### src/rtl/apch_pkg.sv
// Package for the aligned pair context histogram core.
// Holds the payload structs, controller command and status structs, table
// sizes, symbol constants and the symbol decoding function. No dependencies.
package apch_pkg;

  localparam int unsigned COUNT_BITS_DEF    = 32;
  localparam int unsigned POSITION_BITS_DEF = 24;

  localparam int unsigned CODES        = 7;
  localparam int unsigned PAIRS        = 49;
  localparam int unsigned SINGLE_DEPTH = 49;
  localparam int unsigned PAIR_DEPTH   = 2401;
  localparam int unsigned TRIPLE_DEPTH = 117649;

  localparam int unsigned SINGLE_AW = $clog2(SINGLE_DEPTH);
  localparam int unsigned PAIR_AW   = $clog2(PAIR_DEPTH);
  localparam int unsigned TRIPLE_AW = $clog2(TRIPLE_DEPTH);

  localparam logic [2:0] NO_CODE = 3'd7;

  localparam logic [1:0] ACT_BEGIN  = 2'd0;
  localparam logic [1:0] ACT_COLUMN = 2'd1;
  localparam logic [1:0] ACT_READ   = 2'd2;

  localparam logic [1:0] SEL_SINGLE = 2'd0;
  localparam logic [1:0] SEL_PAIR   = 2'd1;
  localparam logic [1:0] SEL_TRIPLE = 2'd2;

  localparam logic [7:0] SYM_T_UC = 8'h54;
  localparam logic [7:0] SYM_T_LC = 8'h74;
  localparam logic [7:0] SYM_C_UC = 8'h43;
  localparam logic [7:0] SYM_C_LC = 8'h63;
  localparam logic [7:0] SYM_A_UC = 8'h41;
  localparam logic [7:0] SYM_A_LC = 8'h61;
  localparam logic [7:0] SYM_G_UC = 8'h47;
  localparam logic [7:0] SYM_G_LC = 8'h67;
  localparam logic [7:0] SYM_N_UC = 8'h4E;
  localparam logic [7:0] SYM_N_LC = 8'h6E;
  localparam logic [7:0] SYM_DASH = 8'h2D;
  localparam logic [7:0] SYM_DOT  = 8'h2E;

  typedef struct packed {
    logic [1:0]  action;
    logic [7:0]  target_sym;
    logic [7:0]  query_sym;
    logic [23:0] align_start;
    logic [23:0] range_start;
    logic [23:0] range_end;
    logic [1:0]  table_select;
    logic [16:0] read_index;
  } in_t;

  typedef struct packed {
    logic [31:0] count;
    logic        index_bad;
  } out_t;

  typedef struct packed {
    logic clear;
    logic load;
    logic exec;
    logic write;
    logic out_load;
  } ctrl_cmd_t;

  typedef struct packed {
    logic clear_last;
    logic act_read;
    logic act_column;
  } ctrl_sts_t;

  function automatic logic [2:0] sym_code(input logic [7:0] s);
    logic [2:0] c;
    case (s) inside
      SYM_T_UC, SYM_T_LC: c = 3'd0;
      SYM_C_UC, SYM_C_LC: c = 3'd1;
      SYM_A_UC, SYM_A_LC: c = 3'd2;
      SYM_G_UC, SYM_G_LC: c = 3'd3;
      SYM_N_UC, SYM_N_LC: c = 3'd4;
      SYM_DASH:           c = 3'd5;
      SYM_DOT:            c = 3'd6;
      default:            c = NO_CODE;
    endcase
    return c;
  endfunction

endpackage

### src/rtl/apch_ctrl.sv
// Controller state machine of the aligned pair context histogram core.
// Sequences the clearing pass, column updates and count reads, and owns the
// output valid flag. Depends on apch_pkg.
module apch_ctrl (
  input  logic                clk_i,
  input  logic                rst_ni,
  input  logic                in_valid_i,
  output logic                in_ready_o,
  output logic                out_valid_o,
  input  logic                out_ready_i,
  input  apch_pkg::ctrl_sts_t sts_i,
  output apch_pkg::ctrl_cmd_t cmd_o
);

  typedef enum logic [4:0] {
    ST_CLEAR = 5'b00001,
    ST_IDLE  = 5'b00010,
    ST_EXEC  = 5'b00100,
    ST_WRITE = 5'b01000,
    ST_RESP  = 5'b10000
  } state_e;

  state_e state_q, state_d;
  logic   out_valid_q, out_valid_d;

  always_comb begin
    state_d = state_q;
    cmd_o   = '0;
    case (state_q)
      ST_CLEAR: begin
        cmd_o.clear = 1'b1;
        if (sts_i.clear_last) begin
          state_d = ST_IDLE;
        end
      end
      ST_IDLE: begin
        if (in_valid_i) begin
          cmd_o.load = 1'b1;
          state_d    = ST_EXEC;
        end
      end
      ST_EXEC: begin
        cmd_o.exec = 1'b1;
        if (sts_i.act_read) begin
          state_d = ST_RESP;
        end else if (sts_i.act_column) begin
          state_d = ST_WRITE;
        end else begin
          state_d = ST_IDLE;
        end
      end
      ST_WRITE: begin
        cmd_o.write = 1'b1;
        state_d     = ST_IDLE;
      end
      ST_RESP: begin
        if (!out_valid_q || out_ready_i) begin
          cmd_o.out_load = 1'b1;
          state_d        = ST_IDLE;
        end
      end
      default: begin
        state_d = ST_IDLE;
      end
    endcase
  end

  assign out_valid_d = cmd_o.out_load ? 1'b1 : (out_ready_i ? 1'b0 : out_valid_q);
  assign in_ready_o  = (state_q == ST_IDLE);
  assign out_valid_o = out_valid_q;

  always_ff @(posedge clk_i or negedge rst_ni) begin
    if (!rst_ni) begin
      state_q     <= ST_CLEAR;
      out_valid_q <= 1'b0;
    end else begin
      state_q     <= state_d;
      out_valid_q <= out_valid_d;
    end
  end

  a_accept_to_exec : assert property (@(posedge clk_i) disable iff (!rst_ni)
    (in_valid_i && in_ready_o) |=> (state_q == ST_EXEC))
    else $error("Accepted transaction did not move the controller to execute.");

  a_write_after_exec : assert property (@(posedge clk_i) disable iff (!rst_ni)
    (state_q == ST_WRITE) |-> ($past(state_q) == ST_EXEC))
    else $error("Write-back entered without a preceding execute cycle.");

  a_result_from_resp : assert property (@(posedge clk_i) disable iff (!rst_ni)
    $rose(out_valid_q) |-> ($past(state_q) == ST_RESP))
    else $error("Result raised outside the response state.");

  a_clear_complete : assert property (@(posedge clk_i) disable iff (!rst_ni)
    ($past(state_q) == ST_CLEAR && state_q != ST_CLEAR) |-> $past(sts_i.clear_last))
    else $error("Clearing pass left before the last entry was cleared.");

endmodule

### config.mk
export PLATFORM = sky130hd
export DESIGN_NAME = apch_ctrl
export DESIGN_NICKNAME = d
export VERILOG_FILES = /design/src/rtl/apch_pkg.sv /design/src/rtl/apch_ctrl.sv
export SDC_FILE = /design/constraint.sdc
export NUM_CORES = 1
export LEC_CHECK = 0
export BUFFER_PORTS_ARGS = -buffer_cell sky130_fd_sc_hd__buf_2
export CORE_AREA = 10 10 47 49
export DETAILED_ROUTE_END_ITERATION = 6
export DIE_AREA = 0 0 57 59
export SYNTH_ARGS = -nofsm -noshare
export SYNTH_HDL_FRONTEND = slang
export SYNTH_SLANG_ARGS = --single-unit
### constraint.sdc
create_clock -name clk_i -period 1.3 [get_ports clk_i]
set_input_delay 0.195 -clock clk_i [delete_from_list [all_inputs] [get_ports clk_i]]
set_output_delay 0.195 -clock clk_i [all_outputs]
set_load 0.005 [all_outputs]
# --- After elaboration in Yosys (flattened, before gate mapping) ---
# Index checks and enable logic that the tools add are counted.
word_totals:
  reg_bits: 6
  out_inout_bits: 7
op_classes:
  muxes: 15
  n_eq_ne: 8
  n_reduce_logical: 4
ops:
  columns: ["cell", "n"]
  rows:
  - ["$mux W5", 4]
  - ["$pmux W5 S4", 1]
  - ["$mux W1", 9]
  - ["$ne A2 B2 Y1 const B", 3]
  - ["$eq A5 B1 Y1 const B", 1]
  - ["$eq A5 B2 Y1 const B", 1]
  - ["$eq A5 B3 Y1 const B", 1]
  - ["$eq A5 B4 Y1 const B", 1]
  - ["$eq A5 B5 Y1 const B", 1]
  - ["$mux W4", 1]
  - ["$reduce_and A3 Y1", 1]
  - ["$reduce_bool A2 Y1", 1]
  - ["$logic_not A1 Y1", 1]
  - ["$logic_or A1 B1 Y1", 1]

# --- Depth between registers and ports, before layout ---
# Gate-level depths: netlist (run 1).
depth:
  word_depth: 5
  depth_mapped: 4
  depth_no_buf: 4

# --- Worst setup path before layout (run 1) ---
# OpenSTA, ideal clock, no wires.
synth_timing:
  kind: "flip-flop to output port"
  from: "register state_q[3]"
  to: "output cmd_o[0] in the netlist's numbering"
  arrival_ps: 953
  t_required_ps: 1105
  slack_ps: 152
  path_stages_with_launch: 5
  path_cell_list: "dfrtp_1 nor3_2 nand3b_1 nor2b_1 buf_4"
synth_rtl:
  columns: ["element", "line_no", "source"]
  rows:
  - ["start: declaration", "apch_ctrl.sv:23", "state_e state_q, state_d;"]
  - ["start signal: assignment", "apch_ctrl.sv:77", "state_q <= state_d;"]
  - ["end: declaration", "apch_ctrl.sv:12", "output apch_pkg::ctrl_cmd_t cmd_o"]

==> impl_metrics.yaml, run 1 <==
setup_path:
  slowest_stage_cell_crit_path: "sky130_fd_sc_hd__dfstp_2"
  critical_path.max_stage_delay_ns: 0.56
  worst_r2r_path_depth: 7
  crit_type: "register to output pin"
  cp_cell_sequence: "nor2_2 > nand3_2 > inv_2 > and2_1 > buf_2"
  crit_path_arrival_time_ns: 1.24
  path_max_fanout: 5
  start_kind: "register"
  worstSetupEndpointType: "output pin"
  critical-path-top-delay-family: "flip-flops"
  worst-path-stages: 5
  data_required_time_of_the_critical_path_ns: 1.11
  cp.buffers_inverters: 2
logic_synthesis:
  netlist_instances: 36
  synth_seq_cells: 6
  netlist-cell-type-count: 22
  synth_fp_nets: 43
  avgSynthCellArea_um2: 9.91
  synth-seq-area-share_pct: 42.5
  netlist_area_um2: 357
  synth-warning-count: 0
hold_path:
  hold_class: "input pin to register"
  whs_path_depth: 2
clocking:
  clk_pin_slew_worst_paths_ns: 0.04
  cts_tree: "done"
  cts.sink_count: 6
  number_of_buffers_added_by_the_clock_tree_synthesis_step: 3
  clk_root_buffer_cell: "sky130_fd_sc_hd__clkbuf_4"
  h-tree-depth: 1
  clk_path_buf_depth: 2
  insertion_delay_ns: 0.24
die:
  floorplan.die.width_um: 57
  fp.coreArea_mm2: 0.00140
  design.die.area_mm2: 0.00336
  die-height_um: 59
  io_pins: 14
  starting_density_of_the_core_pct: 25.4
  num_rows: 14
drt:
  route.detailed.drc: 0
  drt_wl_total_um: 891
  viasPerCell: 4.34
  number_of_vias_after_detailed_routing: 356
  drt_first_pass_iters: 4
  final_ant_viol_nets: 0
  drt_iter0_drcs: 4
  wl_per_cell_um: 10.9
placement:
  globalplace.congestion: 0.695
  dpl_worst_slack_ns: 0.0526
  buffer_ports.inserted: 13
run_status:
  violated_checks: "negative setup slack"
  status: "finished with violations"
finish:
  area.growth.synth_to_final_pct: 70.5
  drive_gt1_share_pct: 71.2
  fill_cells: 145
  final_net_count: 74
  num_antenna_cells: 0
sta:
  fin_worst_skew_ns: 0.00641
  max_freq_mhz: 699
  period_needed_ns: 1.43
  final-max-slew-violation-count: 0
  slew_headroom_pct: 84.1
  rsz0062_at_grt: "yes"
  layout_setup_ws_ns: -0.130
  final-hold-violation-count: 0
  setup_violations: 7
  worst_pin_slew_ns: 0.236
  fin_hold_ws_ns: 0.111
  finalCritPeriodShare_pct: 110
power_and_ir_drop:
  worst_ir_drop_vdd_mv: 0.745
  power-per-cell-area_mw_per_mm2: 1570
  leakage_nw: 0.304
grt:
  met2_usage_pct: 9.15
  grtUsageMet1_pct: 6.55
  grt_util_met3_pct: 1.29
  number_of_antenna_violations_at_the_first_check_in_global_routing: 0
  globalRoute.busiestLayer: "met2"
  grt_max_degree: 7
  globalRouteOverflowTotal: 0
  gr-usage-all-layers_pct: 5.58
  grt_pass1_vias: 416
  global_route_wire_length_before_repair_um: 1570
flow_run:
  max_cap_violations: 0
-- through the flow --
stage / std cells / instance area [µm²] / utilization (%) / power, mW / setup TNS [ns]
2_1_floorplan: 36 / 357 / - / 0.465 / 0
3_3_place_gp: 65 / 442 / 31.5 / 0.553 / 0
3_5_place_dp: 65 / 442 / 31.5 / 0.556 / 0
4_1_cts: 82 / 599 / 42.8 / 0.938 / -0.567
5_1_grt: 82 / 608 / 43.4 / 1.02 / -1.15
6_report: 82 / 608 / 43.4 / 0.955 / -0.526
-- where the power goes --
| part | internal, mW | switching [mW] | leakage, nW |
|---|---|---|---|
| logic | 0.302 | 0.188 | 0.219 |
| registers | 0.229 | 0.0528 | 0.0704 |
| clock network | 0.116 | 0.0665 | 0.0150 |
-- layout by cell type, fill, tap and decap left out, drive strengths merged, types with 2 or more instances in the layout --
cell type  count
buf           26
dfrtp          5
nor3           2
o21ai          3
nand2b         4
nor2           4
nor2b          3
clkbuf         4
nand2          2
and2           2
-- routing by layer --
metal / share of wire, % / wire (µm)
met4: 0 / 0
met5: 0 / 0
met1: 42 / 378
met2: 55 / 487
met3: 2.8 / 25
-- kinds of logic (layout without fill, tap and decap cells) --
logic type             count (synthesis)  count (layout)  synth area share, %
AND/OR/NAND/NOR                       23              23                 43.9
flip-flops                             6               6                 42.5
buffers and inverters                  2              32                 3.16
AO/OA/AOI/OAI                          5               5                 10.5
-- registers in the layout (all words and copies together), names as in the netlist --
signal	cells
state_q	5
out_valid_o	1
-- final timing paths --
kind	startpoint	end	slack [ns]
setup / recovery	state_q[0]	cmd_o[3]	-0.13
hold / removal	sts_i[2]	state_q[0]	0.11
setup reg to reg	state_q[4]	state_q[1]	-0.02
hold reg to reg	out_valid_o	out_valid_o	0.68
max in group asynchronous	rst_ni	state_q[0]	0.77
min in group asynchronous	rst_ni	state_q[3]	0.30
-- repair_timing --
action	in CTS	in global routing
pin swaps	4	2
setup buffers	12	0
gates resized for setup	11	4
hold buffers	1	0
endpoints found under the setup margin	6	8
endpoints found under the hold margin	6	0
-- final cells by class --
cell class / instances / area, µm² / share of cell area, %
clock buffer: 4 / 26.3 / 4.32
inverter: 1 / 3.75 / 0.617
tap: 16 / 20.0 / 3.29
sequential: 6 / 156 / 25.7
timing repair buffer: 27 / 188 / 30.9
multi-input combinational: 28 / 214 / 35.2
-- Yosys cell counts --
cell                       count  area (µm²)
sky130_fd_sc_hd__nand3_1       1        5.00
sky130_fd_sc_hd__nor2b_4       1        13.8
sky130_fd_sc_hd__dfrtp_1       5         125
sky130_fd_sc_hd__o21ai_1       1        5.00
sky130_fd_sc_hd__buf_4         1        7.51
sky130_fd_sc_hd__and2_1        2        12.5
sky130_fd_sc_hd__dfstp_2       1        26.3
sky130_fd_sc_hd__inv_1         1        3.75
sky130_fd_sc_hd__nand2b_1      3        18.8
sky130_fd_sc_hd__a22o_1        1        8.76
sky130_fd_sc_hd__and3_1        1        6.26
sky130_fd_sc_hd__nor2_1        4        15.0
sky130_fd_sc_hd__or2b_1        1        7.51
sky130_fd_sc_hd__nor2b_1       2        12.5
sky130_fd_sc_hd__nand2b_2      1        8.76
sky130_fd_sc_hd__and3b_1       1        8.76
sky130_fd_sc_hd__nor4_2        1        12.5
sky130_fd_sc_hd__nand2_1       2        7.51
sky130_fd_sc_hd__nand3b_1      1        7.51
sky130_fd_sc_hd__nor3_2        2        20.0
sky130_fd_sc_hd__o22ai_1       1        6.26
sky130_fd_sc_hd__o21ai_2       2        17.5
-- worst reg2reg max path: stages (launching register included) --
cell and delay, ns:
sky130_fd_sc_hd__dfrtp_2 0.43, sky130_fd_sc_hd__nor2_2 0.13, sky130_fd_sc_hd__nand3_2 0.10, sky130_fd_sc_hd__buf_4 0.14, sky130_fd_sc_hd__buf_4 0.12, sky130_fd_sc_hd__buf_4 0.12, sky130_fd_sc_hd__buf_4 0.12, sky130_fd_sc_hd__o21ai_2 0.09
No activity file was read; power rests on OpenSTA's default activity.
==> run 2, diff against run 1 <==
--- a/config.mk
+++ b/config.mk
@@ -12,3 +12,4 @@
 export SYNTH_ARGS = -nofsm -noshare
 export SYNTH_HDL_FRONTEND = slang
 export SYNTH_SLANG_ARGS = --single-unit
+export TNS_END_PERCENT = 30
==> constraint.sdc (replaced) <==
create_clock -name clk_i -period 1.3 [get_ports clk_i]
set_input_delay 0.195 -clock clk_i [delete_from_list [all_inputs] [get_ports clk_i]]
set_output_delay 0.195 -clock clk_i [all_outputs]
set_load 0.01 [all_outputs]
==> run 2 against run 1 <==
  * The run still ends with negative setup slack left
  * Non-clock buffer count is 1 lower
  * Critical path depth is 2 lower
  * Sequential cell count stayed put
  * Global-route usage is 0.52 points higher
  * Via count is 1.1% lower
  * Routed wire length is 1.8% higher
  * Utilization is 1.5 points lower
  * Largest power group unchanged
  * Final cell count is 1.2% lower
  * Design area is 3.5% lower
  * Worst setup slack worse by 0.036 ns
  * Die area stayed put
  * Total power is 2.1% higher
==> impl_metrics.yaml, run 2 (synthesis results as in run 1) <==
finish:
  stdcell_count: 81
  final_design_area_no_fill_um2: 587
  final_net_count: 73
  mostFrequentLayoutCells: "13 x sky130_fd_sc_hd__buf_2, 12 x sky130_fd_sc_hd__buf_4, 3 x sky130_fd_sc_hd__nor2_1, 3 x sky130_fd_sc_hd__clkbuf_4, 3 x sky130_fd_sc_hd__dfrtp_1"
  final_common_cell: "sky130_fd_sc_hd__buf_2"
  drive_gt1_share_pct: 63.1
  area.growth.synth_to_final_pct: 64.6
  largest_reg_flops: 5
  utilization_pct: 41.9
  num_antenna_cells: 0
  registers.top_by_ff_count: "state_q"
placement:
  globalplace.congestion: 0.718
  placed_area_um2: 442
  dpl_worst_slack_ns: 0.0552
  dp_cells: 65
  place_hpwl_um: 658
  buffer_ports.inserted: 13
clocking:
  h-tree-depth: 1
  clk_path_buf_depth: 2
  insertion_delay_ns: 0.24
  cts.sink_count: 6
  cts_tree: "done"
  clk_pin_slew_worst_paths_ns: 0.04
  clk_root_buffer_cell: "sky130_fd_sc_hd__clkbuf_4"
  number_of_buffers_added_by_the_clock_tree_synthesis_step: 3
run_status:
  status: "finished with violations"
  violated_checks: "negative setup slack"
die:
  design.die.area_mm2: 0.00336
  floorplan.die.width_um: 57
  fp.coreArea_mm2: 0.00140
  num_rows: 14
  die-height_um: 59
  starting_density_of_the_core_pct: 25.4
  io_pins: 14
power_and_ir_drop:
  totalPowerFinal_mw: 0.974
  power-per-cell-area_mw_per_mm2: 1660
  power_frac_comb_pct: 52.5
  power.internal_mw: 0.650
  leakage_nw: 0.300
  power.sequential.fraction_pct: 28.9
  total_net_switching_power_mw: 0.325
  clock_power_share_pct: 18.7
  worst_ir_drop_vdd_mv: 0.691
  power.switching_fraction_pct: 33.3
grt:
  grt_max_degree: 7
  gr-usage-all-layers_pct: 6.10
  number_of_antenna_violations_at_the_first_check_in_global_routing: 0
  globalRouteOverflowTotal: 0
  grt_pass1_vias: 384
  global_route_wire_length_before_repair_um: 1600
setup_path:
  crit_path_arrival_time_ns: 1.27
  critical_path.max_stage_delay_ns: 0.58
  regToRegSetupSlack_ns: -0.15
  cp_cell_sequence: "nand2b_4 > nor4_4 > buf_2"
  worstSetupEndpointType: "output pin"
  slowest_stage_cell_crit_path: "sky130_fd_sc_hd__dfstp_2"
  path_max_fanout: 4
  data_required_time_of_the_critical_path_ns: 1.11
  crit_type: "register to output pin"
  start_kind: "register"
sta:
  fin_hold_ws_ns: 0.0892
  slew_headroom_pct: 86.8
  finalCritPeriodShare_pct: 113
  final-max-slew-violation-count: 0
  max_freq_mhz: 682
  layout_setup_ws_ns: -0.166
  setup-tns-final_ns: -0.891
  final-hold-violation-count: 0
  period_needed_ns: 1.47
  fin_worst_skew_ns: 0.00258
  setup_violations: 7
  rsz0062_at_grt: "yes"
  worst_pin_slew_ns: 0.197
drt:
  final_ant_viol_nets: 0
  wl_per_cell_um: 11.2
  drt_wl_total_um: 907
  drt_iter0_drcs: 0
  route.detailed.drc: 0
  drt_first_pass_iters: 1
  number_of_vias_after_detailed_routing: 352
  viasPerCell: 4.35
hold_path:
  hold_class: "input pin to register"
flow_run:
  max_cap_violations: 0
==> run 2: worst paths after layout <==
check,startpoint,endpoint,cells past startpoint
worst max-delay path,state_q[0],cmd_o[4],3
worst min-delay path,sts_i[2],state_q[0],2
worst max register to register,state_q[3],state_q[1],8
worst min register to register,state_q[3],state_q[0],2
max in group asynchronous,rst_ni,state_q[0],2
min in group asynchronous,rst_ni,out_valid_o,2
==> run 2: area by class of cell <==
cell class                      instances  area [µm²]
Inverter                                1        3.75
Sequential cell                         6         154
Timing Repair Buffer                   26         165
Clock buffer                            4        26.3
Multi-Input combinational cell         28         218
Tap cell                               16        20.0
Fill cell                             146         815
==> run 2: power by group through the flow <==
stage          sequential (mW)  combinational, mW  clock, mW
2_1_floorplan            0.274              0.208          0
6_report                 0.281              0.511      0.182
4_1_cts                  0.274              0.483      0.186
5_1_grt                  0.291              0.561      0.206
3_3_place_gp             0.278              0.292          0
3_5_place_dp             0.281              0.292          0
==> run 2: per-layer routing <==
metal | global-route usage (%) | share of wire [%]
met4 | 4.03 | 1.9
met3 | 2.58 | 5.4
met2 | 10.4 | 53
met1 | 5.97 | 40
met5 | 0 | 0
==> run 2: repair_timing <==
| action | CTS | global route |
|---|---|---|
| endpoints found under the hold margin | 6 | 0 |
| setup buffers | 8 | 3 |
| pin swaps | 4 | 3 |
| hold buffers | 1 | 0 |
| gates resized for setup | 3 | 3 |
| endpoints found under the setup margin | 6 | 7 |
==> run 2: worst max-delay path, delay by kind of cell (launching register included) <==
family,cells,cell delay [ns]
and+or+nand+nor,2,0.28
buffers and inverters,1,0.17
DFF,1,0.58
==> run 3, diff against run 2 <==
--- a/config.mk
+++ b/config.mk
@@ -6,9 +6,10 @@
 export NUM_CORES = 1
 export LEC_CHECK = 0
 export BUFFER_PORTS_ARGS = -buffer_cell sky130_fd_sc_hd__buf_2
-export CORE_AREA = 10 10 47 49
+export CORE_AREA = 4 4 41 43
+export CTS_CLUSTER_DIAMETER = 150
 export DETAILED_ROUTE_END_ITERATION = 6
-export DIE_AREA = 0 0 57 59
+export DIE_AREA = 0 0 45 47
 export SYNTH_ARGS = -nofsm -noshare
 export SYNTH_HDL_FRONTEND = slang
 export SYNTH_SLANG_ARGS = --single-unit
==> run 3 against run 2 <==
  * The run still ends with negative setup slack left
  * Routed wire length is 9.3% lower
  * Clock skew is 0.0044 ns higher
  * Total power is 6.4% higher
  * Critical path type unchanged
  * Non-clock buffer count is 1 higher
  * Critical path depth is 1 higher
  * Sequential cell count stayed put
  * Highest routed layer is now met3
  * Clock power is 2% higher
  * Critical endpoint is now cmd_o[0]
==> impl_metrics.yaml, run 3 (synthesis results as in run 1) <==
die:
  starting_density_of_the_core_pct: 27.4
  design.die.area_mm2: 0.00212
  io_pins: 14
  die-height_um: 47
  floorplan.die.width_um: 45
  fp.coreArea_mm2: 0.00130
  num_rows: 13
sta:
  rsz0062_at_grt: "yes"
  final-max-slew-violation-count: 0
  period_needed_ns: 1.47
  setup_violations: 7
  max_freq_mhz: 682
  worst_pin_slew_ns: 0.256
  final-hold-violation-count: 0
  fin_worst_skew_ns: 0.00699
  slew_headroom_pct: 82.9
  finalCritPeriodShare_pct: 113
  layout_setup_ws_ns: -0.167
placement:
  buffer_ports.inserted: 13
  place_hpwl_um: 574
  dp_cells: 64
  globalplace.congestion: 0.705
  dpl_worst_slack_ns: 0.0349
grt:
  globalRouteOverflowTotal: 0
  gr-usage-all-layers_pct: 9.94
  global_route_wire_length_before_repair_um: 1460
  grt_pass1_vias: 361
  number_of_antenna_violations_at_the_first_check_in_global_routing: 0
  grt_max_degree: 7
setup_path:
  worst_r2r_endpoint: "state_q[1]"
  data_required_time_of_the_critical_path_ns: 1.11
  critical-path-top-delay-family: "flip-flops"
  cp_cell_sequence: "nor3_4 > nand3b_1 > nor2b_1 > buf_2"
  crit_end: "cmd_o[0]"
  crit_type: "register to output pin"
  critical_path.max_stage_delay_ns: 0.45
  crit_path_arrival_time_ns: 1.27
  start_kind: "register"
  crit_path_start: "state_q[3]"
  slowest_stage_cell_crit_path: "sky130_fd_sc_hd__dfrtp_2"
  regToRegSetupSlack_ns: -0.15
  worstSetupEndpointType: "output pin"
  path_max_fanout: 5
  worst-path-stages: 4
  cp.buffers_inverters: 1
  reg2reg_from: "state_q[3]"
  worst_r2r_path_depth: 8
run_status:
  status: "finished with violations"
  violated_checks: "negative setup slack"
drt:
  drt_first_pass_iters: 3
  drt_wl_total_um: 823
  viasPerCell: 4.25
  final_ant_viol_nets: 0
  route.detailed.drc: 0
  wl_per_cell_um: 10.2
  number_of_vias_after_detailed_routing: 344
  drt_iter0_drcs: 7
power_and_ir_drop:
  leakage_nw: 0.305
  clock_power_share_pct: 18.0
  power.internal_mw: 0.699
  power_frac_comb_pct: 53.7
  power.switching_fraction_pct: 32.5
  total_net_switching_power_mw: 0.337
  power.sequential.fraction_pct: 28.3
  worst_ir_drop_vdd_mv: 0.993
  power-per-cell-area_mw_per_mm2: 1770
finish:
  largest_reg_flops: 5
  area.growth.synth_to_final_pct: 64.6
  num_antenna_cells: 0
  stdcell_count: 81
  registers.top_by_ff_count: "state_q"
  mostFrequentLayoutCells: "13 x sky130_fd_sc_hd__buf_2, 13 x sky130_fd_sc_hd__buf_4, 3 x sky130_fd_sc_hd__nand2b_1, 3 x sky130_fd_sc_hd__clkbuf_4, 3 x sky130_fd_sc_hd__dfrtp_2"
  utilization_pct: 45.1
  drive_gt1_share_pct: 65.2
  final_net_count: 74
clocking:
  clk_path_buf_depth: 2
  clk_pin_slew_worst_paths_ns: 0.05
  insertion_delay_ns: 0.24
  cts.sink_count: 6
  h-tree-depth: 1
  cts_tree: "done"
  number_of_buffers_added_by_the_clock_tree_synthesis_step: 3
  clk_root_buffer_cell: "sky130_fd_sc_hd__clkbuf_4"
hold_path:
  hold_class: "input pin to register"
flow_run:
  max_cap_violations: 0
-- run 3: per-layer routing --
| metal | GRT usage, % | routed length (µm) | share of wire (%) | up-vias |
|---|---|---|---|---|
| met2 | 14.1 | 402 | 49 | 9 |
| met3 | 4.60 | 57 | 6.9 | 0 |
| li1 | - | - | - | 180 |
| met1 | 11.8 | 363 | 44 | 155 |
| met4 | 7.02 | 0 | 0 | 0 |
| met5 | 0 | 0 | 0 | - |
-- run 3: through the flow --
| step | power, mW | setup TNS, ns | hold slack (ns) | cell area, µm² |
|---|---|---|---|---|
| final | 1.04 | -0.914 | 0.0845 | 587 |
| after global routing | 1.13 | -1.57 | 0.0787 | 587 |
| after CTS | 0.988 | -0.893 | 0.0750 | 562 |
| after detailed placement | 0.572 | 0 | 0.0276 | 440 |
| after global placement | 0.568 | 0 | 0.0248 | 440 |
| after floorplan | 0.482 | 0 | -0.101 | 357 |
-- run 3: cell type report --
type / count / area, µm²
Sequential cell: 6 / 155
Fill cell: 141 / 714
Multi-Input combinational cell: 28 / 210
Timing Repair Buffer: 27 / 173
Tap cell: 15 / 18.8
Clock buffer: 4 / 26.3
Inverter: 1 / 3.75
-- run 3: how the worst min path moves through the flow --
stage / from / end / cells after the start
floorplan: rst_ni / out_valid_o / 0
global placement: rst_ni / out_valid_o / 1
detailed placement: rst_ni / out_valid_o / 1
CTS: sts_i[2] / state_q[0] / 2
global route: sts_i[2] / state_q[0] / 2
finish: sts_i[2] / state_q[0] / 2
-- run 3: power by group through the flow --
stage / sequential [mW] / combinational [mW] / clock, mW
6_report: 0.293 / 0.557 / 0.186
5_1_grt: 0.302 / 0.615 / 0.209
4_1_cts: 0.283 / 0.505 / 0.200
3_5_place_dp: 0.283 / 0.289 / 0
3_3_place_gp: 0.281 / 0.287 / 0
2_1_floorplan: 0.274 / 0.208 / 0
-- run 3: what timing repair did --
item                       4_1_cts  5_1_grt
pin swaps                        3        1
setup endpoints to repair        6        8
resized for setup                4        3
hold endpoints to repair         6        0
hold buffers                     1        0
setup buffers                   10        2
cloned                           0        0
-- run 3: worst reg2reg max path, stage by stage (launching register included) --
cell and delay [ns]:
sky130_fd_sc_hd__dfrtp_2 0.45, sky130_fd_sc_hd__nor2_2 0.13, sky130_fd_sc_hd__nand3_2 0.09, sky130_fd_sc_hd__buf_4 0.15
sky130_fd_sc_hd__buf_4 0.12, sky130_fd_sc_hd__buf_4 0.12, sky130_fd_sc_hd__buf_4 0.12, sky130_fd_sc_hd__buf_4 0.12
sky130_fd_sc_hd__o21ai_2 0.09
